$ cat src/rtl/ffa_pkg.sv
// Package for the first-fit entry allocator: field widths, request and
// status codes, register map and sequencer types.
// No dependencies; imported by every module of the block.
`timescale 1ns / 1ps

package ffa_pkg;

    // Default sizes of the entry table
    localparam int DEF_TABLE_DEPTH = 64;
    localparam int DEF_TAG_BITS    = 16;

    // Field widths on the stream channels
    localparam int REQ_W     = 3;
    localparam int SIDX_W    = 6;
    localparam int LEN_W     = 7;
    localparam int TAG_IN_W  = 16;
    localparam int STAT_W    = 2;
    localparam int S_TDATA_W = 40;
    localparam int M_TDATA_W = 8;

    // Bit offsets inside s_tdata
    localparam int OFS_START = 0;
    localparam int OFS_LEN   = OFS_START + SIDX_W;
    localparam int OFS_OLD   = OFS_LEN + LEN_W;
    localparam int OFS_TAG   = OFS_OLD + LEN_W;

    // Request codes
    localparam logic [REQ_W-1:0] REQ_FIND   = 3'd0;
    localparam logic [REQ_W-1:0] REQ_CHECK  = 3'd1;
    localparam logic [REQ_W-1:0] REQ_MARK   = 3'd2;
    localparam logic [REQ_W-1:0] REQ_CLEAR  = 3'd3;
    localparam logic [REQ_W-1:0] REQ_RESIZE = 3'd4;

    // Status codes
    localparam logic [STAT_W-1:0] STAT_OK       = 2'd0;
    localparam logic [STAT_W-1:0] STAT_ZERO_LEN = 2'd1;
    localparam logic [STAT_W-1:0] STAT_NO_SPACE = 2'd2;

    // Register map: word index taken from paddr[2]
    localparam int              APB_ADDR_W        = 3;
    localparam int              APB_DATA_W        = 32;
    localparam logic            REG_ENTRIES_IN_USE = 1'b0;
    localparam logic [LEN_W-1:0] ENTRIES_RESET     = 7'd64;

    // Sequencer states
    typedef enum logic [2:0] {
        ST_CLEAR,
        ST_IDLE,
        ST_SCAN_FREE,
        ST_SCAN_FIT,
        ST_WRITE,
        ST_DONE
    } state_t;

    // Step of a request, decides what follows the current pass
    typedef enum logic [1:0] {
        STEP_FINAL,
        STEP_GROW,
        STEP_MOVE_FREE,
        STEP_MOVE_FIT
    } step_t;

endpackage

$ cat src/rtl/ffa_table.sv
// Entry table of the allocator: used flags and owner tags in single-port
// memories with registered read, plus the clearing pass after reset.
// Depends on ffa_pkg.
`timescale 1ns / 1ps

module ffa_table
    import ffa_pkg::*;
#(
    parameter int TABLE_DEPTH = DEF_TABLE_DEPTH,
    parameter int TAG_BITS    = DEF_TAG_BITS
)
(
    input  logic                           clk,
    input  logic                           rst_n,
    output logic                           ready,
    input  logic                           rd_en,
    input  logic                           wr_en,
    input  logic [$clog2(TABLE_DEPTH)-1:0] addr,
    input  logic                           wr_used,
    input  logic [TAG_BITS-1:0]            wr_tag,
    output logic                           rd_used
);

    localparam int IDX_W = $clog2(TABLE_DEPTH);

    logic                used_mem [TABLE_DEPTH];
    logic [TAG_BITS-1:0] owner_mem [TABLE_DEPTH];

    logic             clr_busy_reg;
    logic             clr_busy_next;
    logic [IDX_W-1:0] clr_idx_reg;
    logic [IDX_W-1:0] clr_idx_next;
    logic             rd_used_reg;

    // Sweep every entry once after reset
    always_comb
    begin
        clr_busy_next = clr_busy_reg;
        clr_idx_next  = clr_idx_reg;
        if (clr_busy_reg)
        begin
            if (clr_idx_reg == IDX_W'(TABLE_DEPTH - 1))
            begin
                clr_busy_next = 1'b0;
            end
            else
            begin
                clr_idx_next = clr_idx_reg + IDX_W'(1);
            end
        end
    end

    always_ff @(posedge clk or negedge rst_n)
    begin
        if (!rst_n)
        begin
            clr_busy_reg <= 1'b1;
            clr_idx_reg  <= '0;
        end
        else
        begin
            clr_busy_reg <= clr_busy_next;
            clr_idx_reg  <= clr_idx_next;
        end
    end

    // Write used flags: clearing pass first, then sequencer writes
    always_ff @(posedge clk)
    begin
        if (clr_busy_reg)
        begin
            used_mem[clr_idx_reg] <= 1'b0;
        end
        else if (wr_en)
        begin
            used_mem[addr] <= wr_used;
        end
    end

    // Record the owner of each marked entry
    always_ff @(posedge clk)
    begin
        if (!clr_busy_reg && wr_en && wr_used)
        begin
            owner_mem[addr] <= wr_tag;
        end
    end

    // Registered read of the used flag
    always_ff @(posedge clk)
    begin
        if (rd_en)
        begin
            rd_used_reg <= used_mem[addr];
        end
    end

    assign rd_used = rd_used_reg;
    assign ready   = !clr_busy_reg;

endmodule

$ cat src/rtl/first_fit_entry_allocator_unit.sv
// Top level of the first-fit entry allocator: APB register, request and
// result streams, and the sequencer that drives one shared scan/write pass.
// Depends on ffa_pkg and ffa_table.
`timescale 1ns / 1ps

// Usage
// - Requests enter on s_tvalid/s_tready: s_tuser carries the request type,
//   s_tdata the run fields. One result per request leaves on m_tvalid/m_tready.
// - Write entries_in_use (APB byte address 0) only while idle; not enforced.
// - One sequencer and one position counter serve every request; the table is
//   touched one entry per cycle through a single memory port.
// - Find and check read entries up to the in-use bound; mark and clear write
//   entries, also stopping at the bound.
// - A resize that moves checks the entries after the run, frees the old run,
//   searches from entry 0 and marks the new run, or restores the old one.
// - One request is in work at a time; s_tready is low until its result is
//   handed to the output register.
// - After reset the used flags are cleared in a pass over every entry;
//   s_tready stays low meanwhile. APB writes are taken as ever.
// - If the receiver stalls, the result holds in the output register and the
//   block may take and work the next request; that one waits for the slot.

module first_fit_entry_allocator_unit
    import ffa_pkg::*;
#(
    parameter int TABLE_DEPTH = DEF_TABLE_DEPTH,
    parameter int TAG_BITS    = DEF_TAG_BITS
)
(
    input  logic                  clk,
    input  logic                  rst_n,
    // APB configuration port
    input  logic                  psel,
    input  logic                  penable,
    input  logic                  pwrite,
    input  logic [APB_ADDR_W-1:0] paddr,
    input  logic [APB_DATA_W-1:0] pwdata,
    output logic [APB_DATA_W-1:0] prdata,
    output logic                  pready,
    // Request stream
    input  logic                  s_tvalid,
    output logic                  s_tready,
    // start_index[5:0], run_length[12:6], old_length[19:13], owner_tag[35:20]
    input  logic [S_TDATA_W-1:0]  s_tdata,
    // req_type[2:0]
    input  logic [REQ_W-1:0]      s_tuser,
    // Result stream
    output logic                  m_tvalid,
    input  logic                  m_tready,
    // result_index[5:0], status[7:6]
    output logic [M_TDATA_W-1:0]  m_tdata
);

    localparam int IDX_W = $clog2(TABLE_DEPTH);
    localparam int POS_W = ((IDX_W > LEN_W) ? IDX_W + 1 : LEN_W + 1) + 1;

    // Request fields
    logic [SIDX_W-1:0]   in_start;
    logic [LEN_W-1:0]    in_len;
    logic [LEN_W-1:0]    in_old;
    logic [TAG_BITS-1:0] in_tag;

    assign in_start = s_tdata[OFS_START +: SIDX_W];
    assign in_len   = s_tdata[OFS_LEN +: LEN_W];
    assign in_old   = s_tdata[OFS_OLD +: LEN_W];
    assign in_tag   = TAG_BITS'(s_tdata[OFS_TAG +: TAG_IN_W]);

    // Sequencer registers
    state_t              state_reg,  state_next;
    step_t               step_reg,   step_next;
    logic [SIDX_W-1:0]   start_reg,  start_next;
    logic [LEN_W-1:0]    len_reg,    len_next;
    logic [LEN_W-1:0]    old_reg,    old_next;
    logic [TAG_BITS-1:0] tag_reg,    tag_next;
    logic [POS_W-1:0]    pos_reg,    pos_next;
    logic [LEN_W-1:0]    cnt_reg,    cnt_next;
    logic [LEN_W-1:0]    run_reg,    run_next;
    logic                rd_v_reg,   rd_v_next;
    logic [POS_W-1:0]    rd_pos_reg, rd_pos_next;
    logic                wr_used_reg, wr_used_next;
    logic [SIDX_W-1:0]   idx_reg,    idx_next;
    logic [STAT_W-1:0]   status_reg, status_next;

    // Output register
    logic                m_valid_reg,  m_valid_next;
    logic [SIDX_W-1:0]   m_idx_reg,    m_idx_next;
    logic [STAT_W-1:0]   m_status_reg, m_status_next;

    // Configuration
    logic [LEN_W-1:0]    entries_reg;
    logic                cfg_wr;

    // Table interface
    logic                tbl_ready;
    logic                tbl_rd_en;
    logic                tbl_wr_en;
    logic [IDX_W-1:0]    tbl_addr;
    logic                tbl_rd_used;

    // Shared pass unit
    logic [POS_W-1:0]    entries_ext;
    logic [POS_W-1:0]    bound;
    logic                pos_in_bound;
    logic                cnt_zero;
    logic [POS_W-1:0]    pos_inc;
    logic [LEN_W-1:0]    cnt_dec;
    logic                fr_fail;
    logic                fr_ok;
    logic                fr_issue;
    logic [LEN_W-1:0]    run_inc;
    logic                fit_hit;
    logic                fit_issue;
    logic                fit_miss;
    logic [POS_W-1:0]    fit_at;
    logic                wr_go;

    // APB register
    assign pready = 1'b1;
    assign cfg_wr = psel && penable && pwrite && pready;

    always_ff @(posedge clk or negedge rst_n)
    begin
        if (!rst_n)
        begin
            entries_reg <= ENTRIES_RESET;
        end
        else if (cfg_wr && (paddr[2] == REG_ENTRIES_IN_USE))
        begin
            entries_reg <= pwdata[LEN_W-1:0];
        end
    end

    assign prdata = (paddr[2] == REG_ENTRIES_IN_USE) ? APB_DATA_W'(entries_reg) : '0;

    // Clamp the in-use bound to the table depth
    assign entries_ext = POS_W'(entries_reg);
    assign bound       = (entries_ext > POS_W'(TABLE_DEPTH)) ? POS_W'(TABLE_DEPTH)
                                                             : entries_ext;

    // Position counter, compare against the bound and remaining count
    assign pos_in_bound = pos_reg < bound;
    assign cnt_zero     = (cnt_reg == '0);
    assign pos_inc      = pos_reg + POS_W'(1);
    assign cnt_dec      = cnt_reg - LEN_W'(1);

    // Free-run check: a used entry or the bound ends it
    assign fr_fail  = (rd_v_reg && tbl_rd_used) || (!cnt_zero && !pos_in_bound);
    assign fr_ok    = !fr_fail && cnt_zero && !rd_v_reg;
    assign fr_issue = !fr_fail && !cnt_zero;

    // First-fit search: count free entries in a row
    assign run_inc   = run_reg + LEN_W'(1);
    assign fit_hit   = rd_v_reg && !tbl_rd_used && (run_inc == len_reg);
    assign fit_issue = !fit_hit && pos_in_bound;
    assign fit_miss  = !fit_hit && !pos_in_bound && !rd_v_reg;
    assign fit_at    = rd_pos_reg + POS_W'(1) - POS_W'(len_reg);

    // Run write: stop at the count or the bound
    assign wr_go = !cnt_zero && pos_in_bound;

    // Next state and datapath
    always_comb
    begin
        state_next    = state_reg;
        step_next     = step_reg;
        start_next    = start_reg;
        len_next      = len_reg;
        old_next      = old_reg;
        tag_next      = tag_reg;
        pos_next      = pos_reg;
        cnt_next      = cnt_reg;
        run_next      = run_reg;
        rd_v_next     = 1'b0;
        rd_pos_next   = rd_pos_reg;
        wr_used_next  = wr_used_reg;
        idx_next      = idx_reg;
        status_next   = status_reg;
        m_valid_next  = m_valid_reg && !m_tready;
        m_idx_next    = m_idx_reg;
        m_status_next = m_status_reg;

        unique case (state_reg)
            ST_CLEAR:
            begin
                if (tbl_ready)
                begin
                    state_next = ST_IDLE;
                end
            end

            ST_IDLE:
            begin
                if (s_tvalid)
                begin
                    start_next  = in_start;
                    len_next    = in_len;
                    old_next    = in_old;
                    tag_next    = in_tag;
                    step_next   = STEP_FINAL;
                    run_next    = '0;
                    idx_next    = in_start;
                    status_next = STAT_OK;
                    unique case (s_tuser)
                        REQ_FIND:
                        begin
                            idx_next = '0;
                            pos_next = '0;
                            if (in_len == '0)
                            begin
                                status_next = STAT_ZERO_LEN;
                                state_next  = ST_DONE;
                            end
                            else
                            begin
                                state_next = ST_SCAN_FIT;
                            end
                        end
                        REQ_CHECK:
                        begin
                            pos_next   = POS_W'(in_start);
                            cnt_next   = in_len;
                            state_next = ST_SCAN_FREE;
                        end
                        REQ_MARK:
                        begin
                            pos_next     = POS_W'(in_start);
                            cnt_next     = in_len;
                            wr_used_next = 1'b1;
                            state_next   = ST_WRITE;
                        end
                        REQ_CLEAR:
                        begin
                            pos_next     = POS_W'(in_start);
                            cnt_next     = in_len;
                            wr_used_next = 1'b0;
                            state_next   = ST_WRITE;
                        end
                        REQ_RESIZE:
                        begin
                            if (in_len == '0)
                            begin
                                status_next = STAT_ZERO_LEN;
                                state_next  = ST_DONE;
                            end
                            else if (in_len < in_old)
                            begin
                                // shrink: free the tail
                                pos_next     = POS_W'(in_start) + POS_W'(in_len);
                                cnt_next     = in_old - in_len;
                                wr_used_next = 1'b0;
                                state_next   = ST_WRITE;
                            end
                            else if (in_len > in_old)
                            begin
                                // grow: check the entries after the run
                                pos_next   = POS_W'(in_start) + POS_W'(in_old);
                                cnt_next   = in_len - in_old;
                                step_next  = STEP_GROW;
                                state_next = ST_SCAN_FREE;
                            end
                            else
                            begin
                                state_next = ST_DONE;
                            end
                        end
                        default:
                        begin
                            idx_next    = '0;
                            status_next = STAT_NO_SPACE;
                            state_next  = ST_DONE;
                        end
                    endcase
                end
            end

            ST_SCAN_FREE:
            begin
                if (fr_issue)
                begin
                    rd_v_next   = 1'b1;
                    rd_pos_next = pos_reg;
                    pos_next    = pos_inc;
                    cnt_next    = cnt_dec;
                end
                if (fr_fail || fr_ok)
                begin
                    if (step_reg == STEP_GROW)
                    begin
                        if (fr_ok)
                        begin
                            // grow in place
                            pos_next     = POS_W'(start_reg) + POS_W'(old_reg);
                            cnt_next     = len_reg - old_reg;
                            wr_used_next = 1'b1;
                            step_next    = STEP_FINAL;
                        end
                        else
                        begin
                            // free the old run before searching
                            pos_next     = POS_W'(start_reg);
                            cnt_next     = old_reg;
                            wr_used_next = 1'b0;
                            step_next    = STEP_MOVE_FREE;
                        end
                        state_next = ST_WRITE;
                    end
                    else
                    begin
                        status_next = fr_fail ? STAT_NO_SPACE : STAT_OK;
                        state_next  = ST_DONE;
                    end
                end
            end

            ST_SCAN_FIT:
            begin
                if (fit_issue)
                begin
                    rd_v_next   = 1'b1;
                    rd_pos_next = pos_reg;
                    pos_next    = pos_inc;
                end
                if (rd_v_reg)
                begin
                    run_next = tbl_rd_used ? '0 : run_inc;
                end
                if (fit_hit)
                begin
                    idx_next = fit_at[SIDX_W-1:0];
                    if (step_reg == STEP_MOVE_FIT)
                    begin
                        // place the run at its new home
                        pos_next     = fit_at;
                        cnt_next     = len_reg;
                        wr_used_next = 1'b1;
                        step_next    = STEP_FINAL;
                        state_next   = ST_WRITE;
                    end
                    else
                    begin
                        state_next = ST_DONE;
                    end
                end
                else if (fit_miss)
                begin
                    status_next = STAT_NO_SPACE;
                    if (step_reg == STEP_MOVE_FIT)
                    begin
                        // restore the old run
                        pos_next     = POS_W'(start_reg);
                        cnt_next     = old_reg;
                        wr_used_next = 1'b1;
                        step_next    = STEP_FINAL;
                        state_next   = ST_WRITE;
                    end
                    else
                    begin
                        idx_next   = '0;
                        state_next = ST_DONE;
                    end
                end
            end

            ST_WRITE:
            begin
                if (wr_go)
                begin
                    pos_next = pos_inc;
                    cnt_next = cnt_dec;
                end
                else if (step_reg == STEP_MOVE_FREE)
                begin
                    pos_next   = '0;
                    run_next   = '0;
                    step_next  = STEP_MOVE_FIT;
                    state_next = ST_SCAN_FIT;
                end
                else
                begin
                    state_next = ST_DONE;
                end
            end

            ST_DONE:
            begin
                // hand the result over once the output slot is free
                if (!m_valid_reg || m_tready)
                begin
                    m_valid_next  = 1'b1;
                    m_idx_next    = idx_reg;
                    m_status_next = status_reg;
                    state_next    = ST_IDLE;
                end
            end

            default:
            begin
                state_next = ST_IDLE;
            end
        endcase
    end

    // Outputs of the sequencer
    always_comb
    begin
        s_tready  = (state_reg == ST_IDLE);
        tbl_rd_en = ((state_reg == ST_SCAN_FREE) && fr_issue) ||
                    ((state_reg == ST_SCAN_FIT) && fit_issue);
        tbl_wr_en = (state_reg == ST_WRITE) && wr_go;
        tbl_addr  = pos_reg[IDX_W-1:0];
    end

    // Control registers
    always_ff @(posedge clk or negedge rst_n)
    begin
        if (!rst_n)
        begin
            state_reg   <= ST_CLEAR;
            step_reg    <= STEP_FINAL;
            rd_v_reg    <= 1'b0;
            m_valid_reg <= 1'b0;
        end
        else
        begin
            state_reg   <= state_next;
            step_reg    <= step_next;
            rd_v_reg    <= rd_v_next;
            m_valid_reg <= m_valid_next;
        end
    end

    // Payload registers
    always_ff @(posedge clk)
    begin
        start_reg    <= start_next;
        len_reg      <= len_next;
        old_reg      <= old_next;
        tag_reg      <= tag_next;
        pos_reg      <= pos_next;
        cnt_reg      <= cnt_next;
        run_reg      <= run_next;
        rd_pos_reg   <= rd_pos_next;
        wr_used_reg  <= wr_used_next;
        idx_reg      <= idx_next;
        status_reg   <= status_next;
        m_idx_reg    <= m_idx_next;
        m_status_reg <= m_status_next;
    end

    assign m_tvalid = m_valid_reg;
    assign m_tdata  = {m_status_reg, m_idx_reg};

    ffa_table #(
        .TABLE_DEPTH (TABLE_DEPTH),
        .TAG_BITS    (TAG_BITS)
    ) u_table (
        .clk     (clk),
        .rst_n   (rst_n),
        .ready   (tbl_ready),
        .rd_en   (tbl_rd_en),
        .wr_en   (tbl_wr_en),
        .addr    (tbl_addr),
        .wr_used (wr_used_reg),
        .wr_tag  (tag_reg),
        .rd_used (tbl_rd_used)
    );

endmodule

$ cat config.mk
export PLATFORM = sky130hd
export DESIGN_NAME = first_fit_entry_allocator_unit
export DESIGN_NICKNAME = d
export VERILOG_FILES = /design/src/rtl/ffa_pkg.sv /design/src/rtl/ffa_table.sv /design/src/rtl/first_fit_entry_allocator_unit.sv
export SDC_FILE = /design/constraint.sdc
export NUM_CORES = 1
export LEC_CHECK = 0
export ABC_CLOCK_PERIOD_IN_PS = 4040
export BUFFER_PORTS_ARGS = -buffer_cell sky130_fd_sc_hd__buf_2
export CAP_MARGIN = 40
export CORE_UTILIZATION = 31
export CTS_CLUSTER_DIAMETER = 120
export CTS_CLUSTER_SIZE = 10
export DETAILED_ROUTE_END_ITERATION = 10
export PLACE_DENSITY = 0.45
export SETUP_SLACK_MARGIN = 0.02
export SYNTH_ARGS = -nofsm -noshare
export SYNTH_HDL_FRONTEND = slang
export SYNTH_SLANG_ARGS = --single-unit
$ cat constraint.sdc
create_clock -name clk -period 4.04 [get_ports clk]
set_input_delay 0.808 -clock clk [delete_from_list [all_inputs] [get_ports clk]]
set_output_delay 0.808 -clock clk [all_outputs]
set_load 0.05 [all_outputs]
==> flow_metrics.env, run 1 <==
export IMPL_grt_overflow=0
export IMPL_final_hold_violation_count=0
export IMPL_worstPathMaxFanout=4
export IMPL_ys_ff_latch=155
export IMPL_nFillCells=3392
export IMPL_postRouteAntennaNets=0
export IMPL_seq_area_um2=4550
export IMPL_nets=1319
export IMPL_die_area_um2=35300
export IMPL_dp_cells=1602
export IMPL_netlist_area_um2=10700
export IMPL_hp_class="in2async"
export IMPL_largest_reg_flops=64
export IMPL_die_h_um=188
export IMPL_cts_tree="done"
export IMPL_io_pins=128
export IMPL_insertion_delay_ns=0.44
export IMPL_synth_flop_cell="edfxtp_1"
export IMPL_wirelength_um=32400
export IMPL_coreArea_um2=33800
export IMPL_drt_iter0_drc=689
export IMPL_setup_viol=0
export IMPL_grt_use_met1=0.276
export IMPL_async_flop_share=0.135
export IMPL_grt_pass1_wl_um=49800
export IMPL_grt_pass1_vias=8249
export IMPL_worstSetupPathType="in2reg"
export IMPL_max_stage_delay_ns=0.37
export IMPL_fin_hold_ws_ns=0.348
export IMPL_syn_area_per_cell_um2=10.1
export IMPL_cts_resized=0
export IMPL_end_kind="flop"
export IMPL_path_buf_inv=4
export IMPL_ys_types=93
export IMPL_yosys_area_top_type="edfxtp_1"
export IMPL_status="finished, final reports clean"
export IMPL_viasPerCell=5.27
export IMPL_h_tree_depth=4
export IMPL_synth_top_area_share=0.375
export IMPL_skew_ns=0.0101
export IMPL_maxCapViolCount=0
export IMPL_fin_cells=1634
export IMPL_met2_usage=0.279
export IMPL_cts_hold_repair_buffers=0
export IMPL_vias=8611
export IMPL_synthCells=1062
export IMPL_layout_drive_gt1_share=0.210
export IMPL_numCtsBuffers=17
export IMPL_worstPathRequired_ns=4.23
export IMPL_ys_warn_count=0
export IMPL_clkTransAtPathRegs_ns=0.07
export IMPL_postCtsSetupBuffers=0
export IMPL_timing_final_crit_period_ns=3.77
export IMPL_start_util=0.317
export IMPL_gr_usage_all_layers=0.186
export IMPL_synthToLayoutAreaGrowth_pct=17.0
export IMPL_crit_family="compound AO/OA/AOI/OAI gates"
export IMPL_timing_final_max_slew_violations=0
export IMPL_cts_sinks=155
export IMPL_clockBufferDepth=2
export IMPL_fp_row_count=67
export IMPL_ctsRootBufferMaster="clkbuf_16"
export IMPL_drt_first_pass_iters=5
export IMPL_detail_route_wl_per_cell_um=19.8
export IMPL_gp_congestion=0.893
export IMPL_cp_slowest_cell="fa_2"
export IMPL_relSlewSlack=0.397
export IMPL_antenna_found_initial=0
export IMPL_dpl_hpwl_um=24600
export IMPL_multi_input_area_um2=5690
export IMPL_tightest_slew_ns=0.901
export IMPL_ys_top_cells_by_area="edfxtp_1 38%, ha_1 6.4%, nor2_1 4.5%, dfrtp_1 4.4%, mux4_2 4.4%"
export IMPL_grt_max_degree=65
export IMPL_yosysSeqAreaShare=0.425
export IMPL_diodes=0
export IMPL_power_density_nw_per_um2=601
export IMPL_drc=0
export IMPL_synth_edf_count=134
export IMPL_leakage_nw=5.00
export IMPL_crit_chain="buf_2 > inv_1 > ha_1 > nand2b_1 > a211oi_4 > o21ai_4 > buf_4 > o21ai_1 > ha_2 > inv_2 > fa_2 > nor2b_2 > nor3_1 > o21bai_1 > a21oi_1 > xor2_1 > a22oi_2 > nand3_1 > a211o_1"
export IMPL_io_buffers=54
export IMPL_busiest_layer="met2"
export IMPL_startpoint_type="input pin"
export IMPL_period_share=0.934
export IMPL_gr_usage_met3=0.0324
export IMPL_die_w_um=188
export IMPL_max_freq_mhz=265
export IMPL_rsz0062_at_grt="no"
export IMPL_irDropWorstVdd_mv=0.306
export IMPL_cp_arrival_ns=3.96
==> through the flow <==
| stage | instance area, µm² | setup slack, ns | total power [mW] | utilization | setup TNS (ns) |
|---|---|---|---|---|---|
| after global placement | 12000 | -0.214 | 5.98 | 0.354 | -0.286 |
| final | 12500 | 0.268 | 7.53 | 0.371 | 0 |
| after detailed placement | 12000 | -0.227 | 5.99 | 0.354 | -0.311 |
| after global routing | 12500 | 0.0599 | 7.97 | 0.371 | 0 |
| after CTS | 12500 | 0.216 | 7.55 | 0.371 | 0 |
| after floorplan | 10900 | -0.196 | 4.83 | - | -0.196 |
==> worst paths after layout <==
check                                                start                              to  slack (ns)  cells past startpoint
worst max-delay path                            s_tdata[7]            pos_reg[6]$_DFFE_PP_        0.27                     19
worst max register to register  entries_reg[6]$_DFFE_PN1P_  u_table.used_mem[26]$_DFFE_PP_        0.49                      7
min in group clk                      idx_reg[4]$_DFFE_PP_          m_idx_reg[4]$_DFFE_PP_        0.42                      0
worst min-delay path                                 rst_n      entries_reg[1]$_DFFE_PN0P_        0.35                      1
worst min register to register        idx_reg[4]$_DFFE_PP_          m_idx_reg[4]$_DFFE_PP_        0.42                      0
max in group asynchronous                            rst_n  u_table.clr_busy_reg$_DFF_PN1_        3.32                      1
==> metal layers <==
layer | wire (µm) | up-vias | share of wire
met4 | 376 | 0 | 0.012
met1 | 16100 | 4170 | 0.50
met3 | 1980 | 27 | 0.061
li1 | - | 4114 | -
met2 | 14000 | 300 | 0.43
met5 | 0 | - | 0
==> final cells by class <==
type                       instances  area share
clock buffer                      17      0.0339
clock inverter                    15      0.0107
inverter                          51      0.0159
multi-input combinational        801       0.454
sequential                       155       0.363
tap                              448      0.0447
timing repair buffer             147      0.0782
==> Yosys cell counts (21+ instances only) <==
| cell | instances |
|---|---|
| edfxtp_1 | 134 |
| nor2_1 | 129 |
| nand2_1 | 73 |
| a21oi_1 | 69 |
| o21ai_0 | 58 |
| ha_1 | 55 |
| inv_1 | 50 |
| clkbuf_1 | 40 |
| xnor2_1 | 39 |
| nor3_1 | 29 |
| buf_4 | 27 |
| nand3_1 | 23 |
| mux4_2 | 21 |
==> cell families (layout without fill, tap and decap cells) <==
kind of cell             Yosys count  in the layout  synth area share
flip-flops                       155            155             0.425
other                              2             26          0.000701
multiplexers                      45             45            0.0679
AND/OR/NAND/NOR                  355            355             0.164
XOR/XNOR                          58             58            0.0512
buffers and inverters            130            230            0.0574
adder cells (fa/ha/maj)           61             61            0.0754
AO/OA/AOI/OAI                    256            256             0.159
==> where the power goes <==
| part | total (mW) | internal (mW) | switching, mW |
|---|---|---|---|
| Combinational | 3.53 | 1.30 | 2.23 |
| Sequential | 2.46 | 2.17 | 0.291 |
| Clock | 1.55 | 0.811 | 0.738 |
| Total | 7.53 | 4.27 | 3.26 |
==> layout by cell type (no fill, tap or decap), types with 6 or more instances in the layout <==
master and count:
a211o_1 8, a211oi_1 7, a21o_1 10, a21oi_1 69, a22o_1 7, a22oi_1 7, a31oi_1 20, and2_1 9
and3_1 7, buf_2 54, buf_4 92, clkbuf_16 17, conb_1 26, dfrtp_1 19, edfxtp_1 134, ha_1 52
inv_1 48, mux2_2 12, mux2i_1 12, mux4_2 21, nand2_1 73, nand2b_1 11, nand3_1 23, nand4_1 9
nor2_1 129, nor2b_1 13, nor3_1 29, nor3b_1 6, nor4_1 7, o21ai_0 57, o22ai_1 11, or2_2 6
xnor2_1 39, xor2_1 16
No activity file was read; power rests on OpenSTA's default activity.
==> run 2: changes to the inputs <==
ABC_AREA = 1   (was not set)
==> run 2 against run 1 <==
- combinational power rose by 5%
- synthesized area decreased by 0.40%
- worst setup slack improved by 0.047 ns
- sequential power about the same
- core utilization fell by 1.1 points
- highest routed layer is now met5
- via count up 7.0%
- global-route usage rose by 0.21 points
==> flow_metrics.env, run 2 <==
export IMPL_layout_drive_gt1_share=0.126
export IMPL_rsz0062_at_grt="no"
export IMPL_worstPathMaxFanout=11
export IMPL_startpoint_type="flop"
export IMPL_tns_ns=0
export IMPL_dpl_hpwl_um=24600
export IMPL_cp_slowest_cell="nand4_1"
export IMPL_timing_final_crit_period_ns=3.72
export IMPL_power_density_nw_per_um2=630
export IMPL_startpoint="entries_reg[3]$_DFFE_PN0P_"
export IMPL_r2r_setup_slack_ns=0.32
export IMPL_drc=0
export IMPL_final_common_cell="nand2_1"
export IMPL_r2r_end="u_table.used_mem[52]$_DFFE_PP_"
export IMPL_ys_ff_latch=155
export IMPL_detail_route_wl_per_cell_um=17.3
export IMPL_layout_setup_ws_ns=0.315
export IMPL_end_kind="flop"
export IMPL_synth_top_area_share=0.377
export IMPL_worstPathRequired_ns=4.19
export IMPL_skew_ns=0.0175
export IMPL_irDropWorstVdd_mv=0.354
export IMPL_netlist_area_um2=10700
export IMPL_max_stage_delay_ns=0.41
export IMPL_synth_flop_cell="edfxtp_1"
export IMPL_syn_area_per_cell_um2=8.06
export IMPL_cp_depth=18
export IMPL_vias=9212
export IMPL_synth_common_cells="259 x nand2_1, 194 x nor2_1, 138 x inv_1"
export IMPL_grt_overflow=0
export IMPL_tightest_slew_ns=0.769
export IMPL_max_freq_mhz=268
export IMPL_synth_edf_count=134
export IMPL_ctsRootBufferMaster="clkbuf_16"
export IMPL_coreArea_um2=33700
export IMPL_drt_first_pass_iters=4
export IMPL_final_hold_violation_count=0
export IMPL_grt_max_degree=65
export IMPL_ys_top_cells_by_area="edfxtp_1 38%, nand2_1 9.1%, nor2_1 6.8%, ha_1 6.4%, inv_1 4.9%"
export IMPL_nets=1550
export IMPL_worstSetupPathType="reg2reg"
export IMPL_cp_arrival_ns=3.88
export IMPL_leakage_nw=5.08
export IMPL_setup_viol=0
export IMPL_crit_top_cell="nand2_1"
export IMPL_die_h_um=188
export IMPL_die_w_um=188
export IMPL_numCtsBuffers=17
export IMPL_cts_tree="done"
export IMPL_wirelength_um=32300
export IMPL_antenna_found_initial=1
export IMPL_ys_warn_count=0
export IMPL_yosys_area_top_type="edfxtp_1"
export IMPL_yosysSeqAreaShare=0.426
export IMPL_postRouteAntennaNets=0
export IMPL_crit_family="simple AND/OR/NAND/NOR gates"
export IMPL_period_share=0.922
export IMPL_nFillCells=3577
export IMPL_crit_chain="inv_1 > nand4_1 > o31ai_1 > nand2_1 > ha_1 > nand2_1 > inv_1 > nand2_1 > nand2_1 > nand2_1 > nand3_1 > nor2_4 > nand2_4 > nor2_4 > nand2_1 > o21ai_2 > nand4_1 > nor2_1"
export IMPL_dp_cells=1832
export IMPL_grt_pass1_vias=8861
export IMPL_pre_cts_slack_ns=0.135
export IMPL_insertion_delay_ns=0.45
export IMPL_hp_class="in2async"
export IMPL_largest_reg_flops=64
export IMPL_fp_row_count=67
export IMPL_async_flop_share=0.135
export IMPL_fin_cells=1866
export IMPL_mostFrequentLayoutCells="259 x nand2_1, 193 x nor2_1, 138 x inv_1, 134 x edfxtp_1, 103 x nand3_1"
export IMPL_ys_types=45
export IMPL_start_util=0.317
export IMPL_clkTransAtPathRegs_ns=0.07
export IMPL_synthCells=1325
export IMPL_h_tree_depth=4
export IMPL_gp_congestion=0.888
export IMPL_r2r_start="entries_reg[3]$_DFFE_PN0P_"
export IMPL_viasPerCell=4.94
export IMPL_reg2reg_depth=18
export IMPL_path_buf_inv=2
export IMPL_drt_iter0_drc=707
export IMPL_maxCapViolCount=0
export IMPL_grt_pass1_wl_um=50200
export IMPL_synthToLayoutAreaGrowth_pct=13.7
export IMPL_synth_most_common_cell="nand2_1"
export IMPL_timing_final_max_slew_violations=0
export IMPL_status="finished, final reports clean"
export IMPL_relSlewSlack=0.486
export IMPL_die_area_um2=35200
export IMPL_stdcell_area_um2=12100
export IMPL_gr_usage_all_layers=0.188
export IMPL_post_dp_cell_area_um2=11600
export IMPL_io_buffers=54
export IMPL_endpoint="u_table.used_mem[52]$_DFFE_PP_"
export IMPL_cts_sinks=155
export IMPL_clockBufferDepth=2
export IMPL_io_pins=128
run 2: changes by cell type in the layout (fill, tap and decap cells not counted), sizes merged, moves of 18 or more:
cell,change
nand3,+85
buf,-48
mux4,-21
nand2,+192
xnor2,-28
o21ai,+42
a21oi,-21
nor3,-18
nor2,+75
inv,+92
run 2: worst min-delay path by stage:
stage / to / slack (ns) / cells past startpoint
CTS: u_table.clr_idx_reg[5]$_DFFE_PN0P_ / 0.36 / 1
finish: entries_reg[5]$_DFFE_PN0P_ / 0.34 / 1
global placement: m_status_reg[1]$_DFFE_PP_ / 0.40 / 0
global route: u_table.clr_idx_reg[5]$_DFFE_PN0P_ / 0.37 / 1
floorplan: m_idx_reg[0]$_DFFE_PP_ / 0.40 / 0
detailed placement: m_status_reg[0]$_DFFE_PP_ / 0.41 / 0
run 2: area by class of cell:
cell class | count | area (µm²) | share of cell area
Tap cell | 448 | 561 | 0.0462
Clock inverter | 13 | 113 | 0.00927
Multi-Input combinational cell | 983 | 5320 | 0.438
Inverter | 148 | 556 | 0.0457
Timing Repair Buffer | 99 | 608 | 0.0501
Clock buffer | 19 | 433 | 0.0356
Sequential cell | 155 | 4550 | 0.375
Antenna cell | 1 | 2.50 | 0.000206
run 2: where the power goes:
group | internal, mW | switching [mW]
clock network | 0.800 | 0.713
registers | 2.22 | 0.229
logic | 1.13 | 2.56
run 2: timing repair:
action	in CTS	in global routing
setup endpoints to repair	0	2
gates resized for setup	0	0
endpoints found under the hold margin	0	0
setup buffers	0	1
hold buffers	0	0
run 2: worst reg2reg max path, cell delays in order, from the launching register on:
cell and delay [ns]:
dfrtp_1 0.39, inv_1 0.10, nand4_1 0.10, o31ai_1 0.27
nand2_1 0.11, ha_1 0.30, nand2_1 0.08, inv_1 0.04
nand2_1 0.05, nand2_1 0.05, nand2_1 0.07, nand3_1 0.22
nor2_4 0.25, nand2_4 0.14, nor2_4 0.31, nand2_1 0.11
o21ai_2 0.19, nand4_1 0.41, nor2_1 0.24
run 2: per-layer routing:
layer,wire length [µm],vias to the layer above,track usage,share of wire
met1,15500,4350,0.258,0.48
met5,13,-,0,0.00040
met2,14500,213,0.293,0.45
li1,-,4597,-,-
met4,803,2,0.0672,0.025
met3,1500,50,0.0361,0.046
run 2: logic make-up (layout without fill, tap and decap cells):
group,Yosys count,in the layout,synth area share
buf+inv,211,279,0.0845
xor+xnor,38,38,0.0312
other cells,2,27,0.000703
fa+ha+maj,61,61,0.0757
simple gates,636,636,0.260
flops,155,155,0.426
compound gates,222,222,0.122
run 2: through the flow:
step / utilization / total power [mW] / hold slack [ns]
2_1_floorplan: - / 4.98 / 0.400
3_3_place_gp: 0.344 / 6.14 / 0.403
3_5_place_dp: 0.344 / 6.15 / 0.409
4_1_cts: 0.360 / 7.69 / 0.359
5_1_grt: 0.360 / 8.21 / 0.372
6_report: 0.360 / 7.65 / 0.344
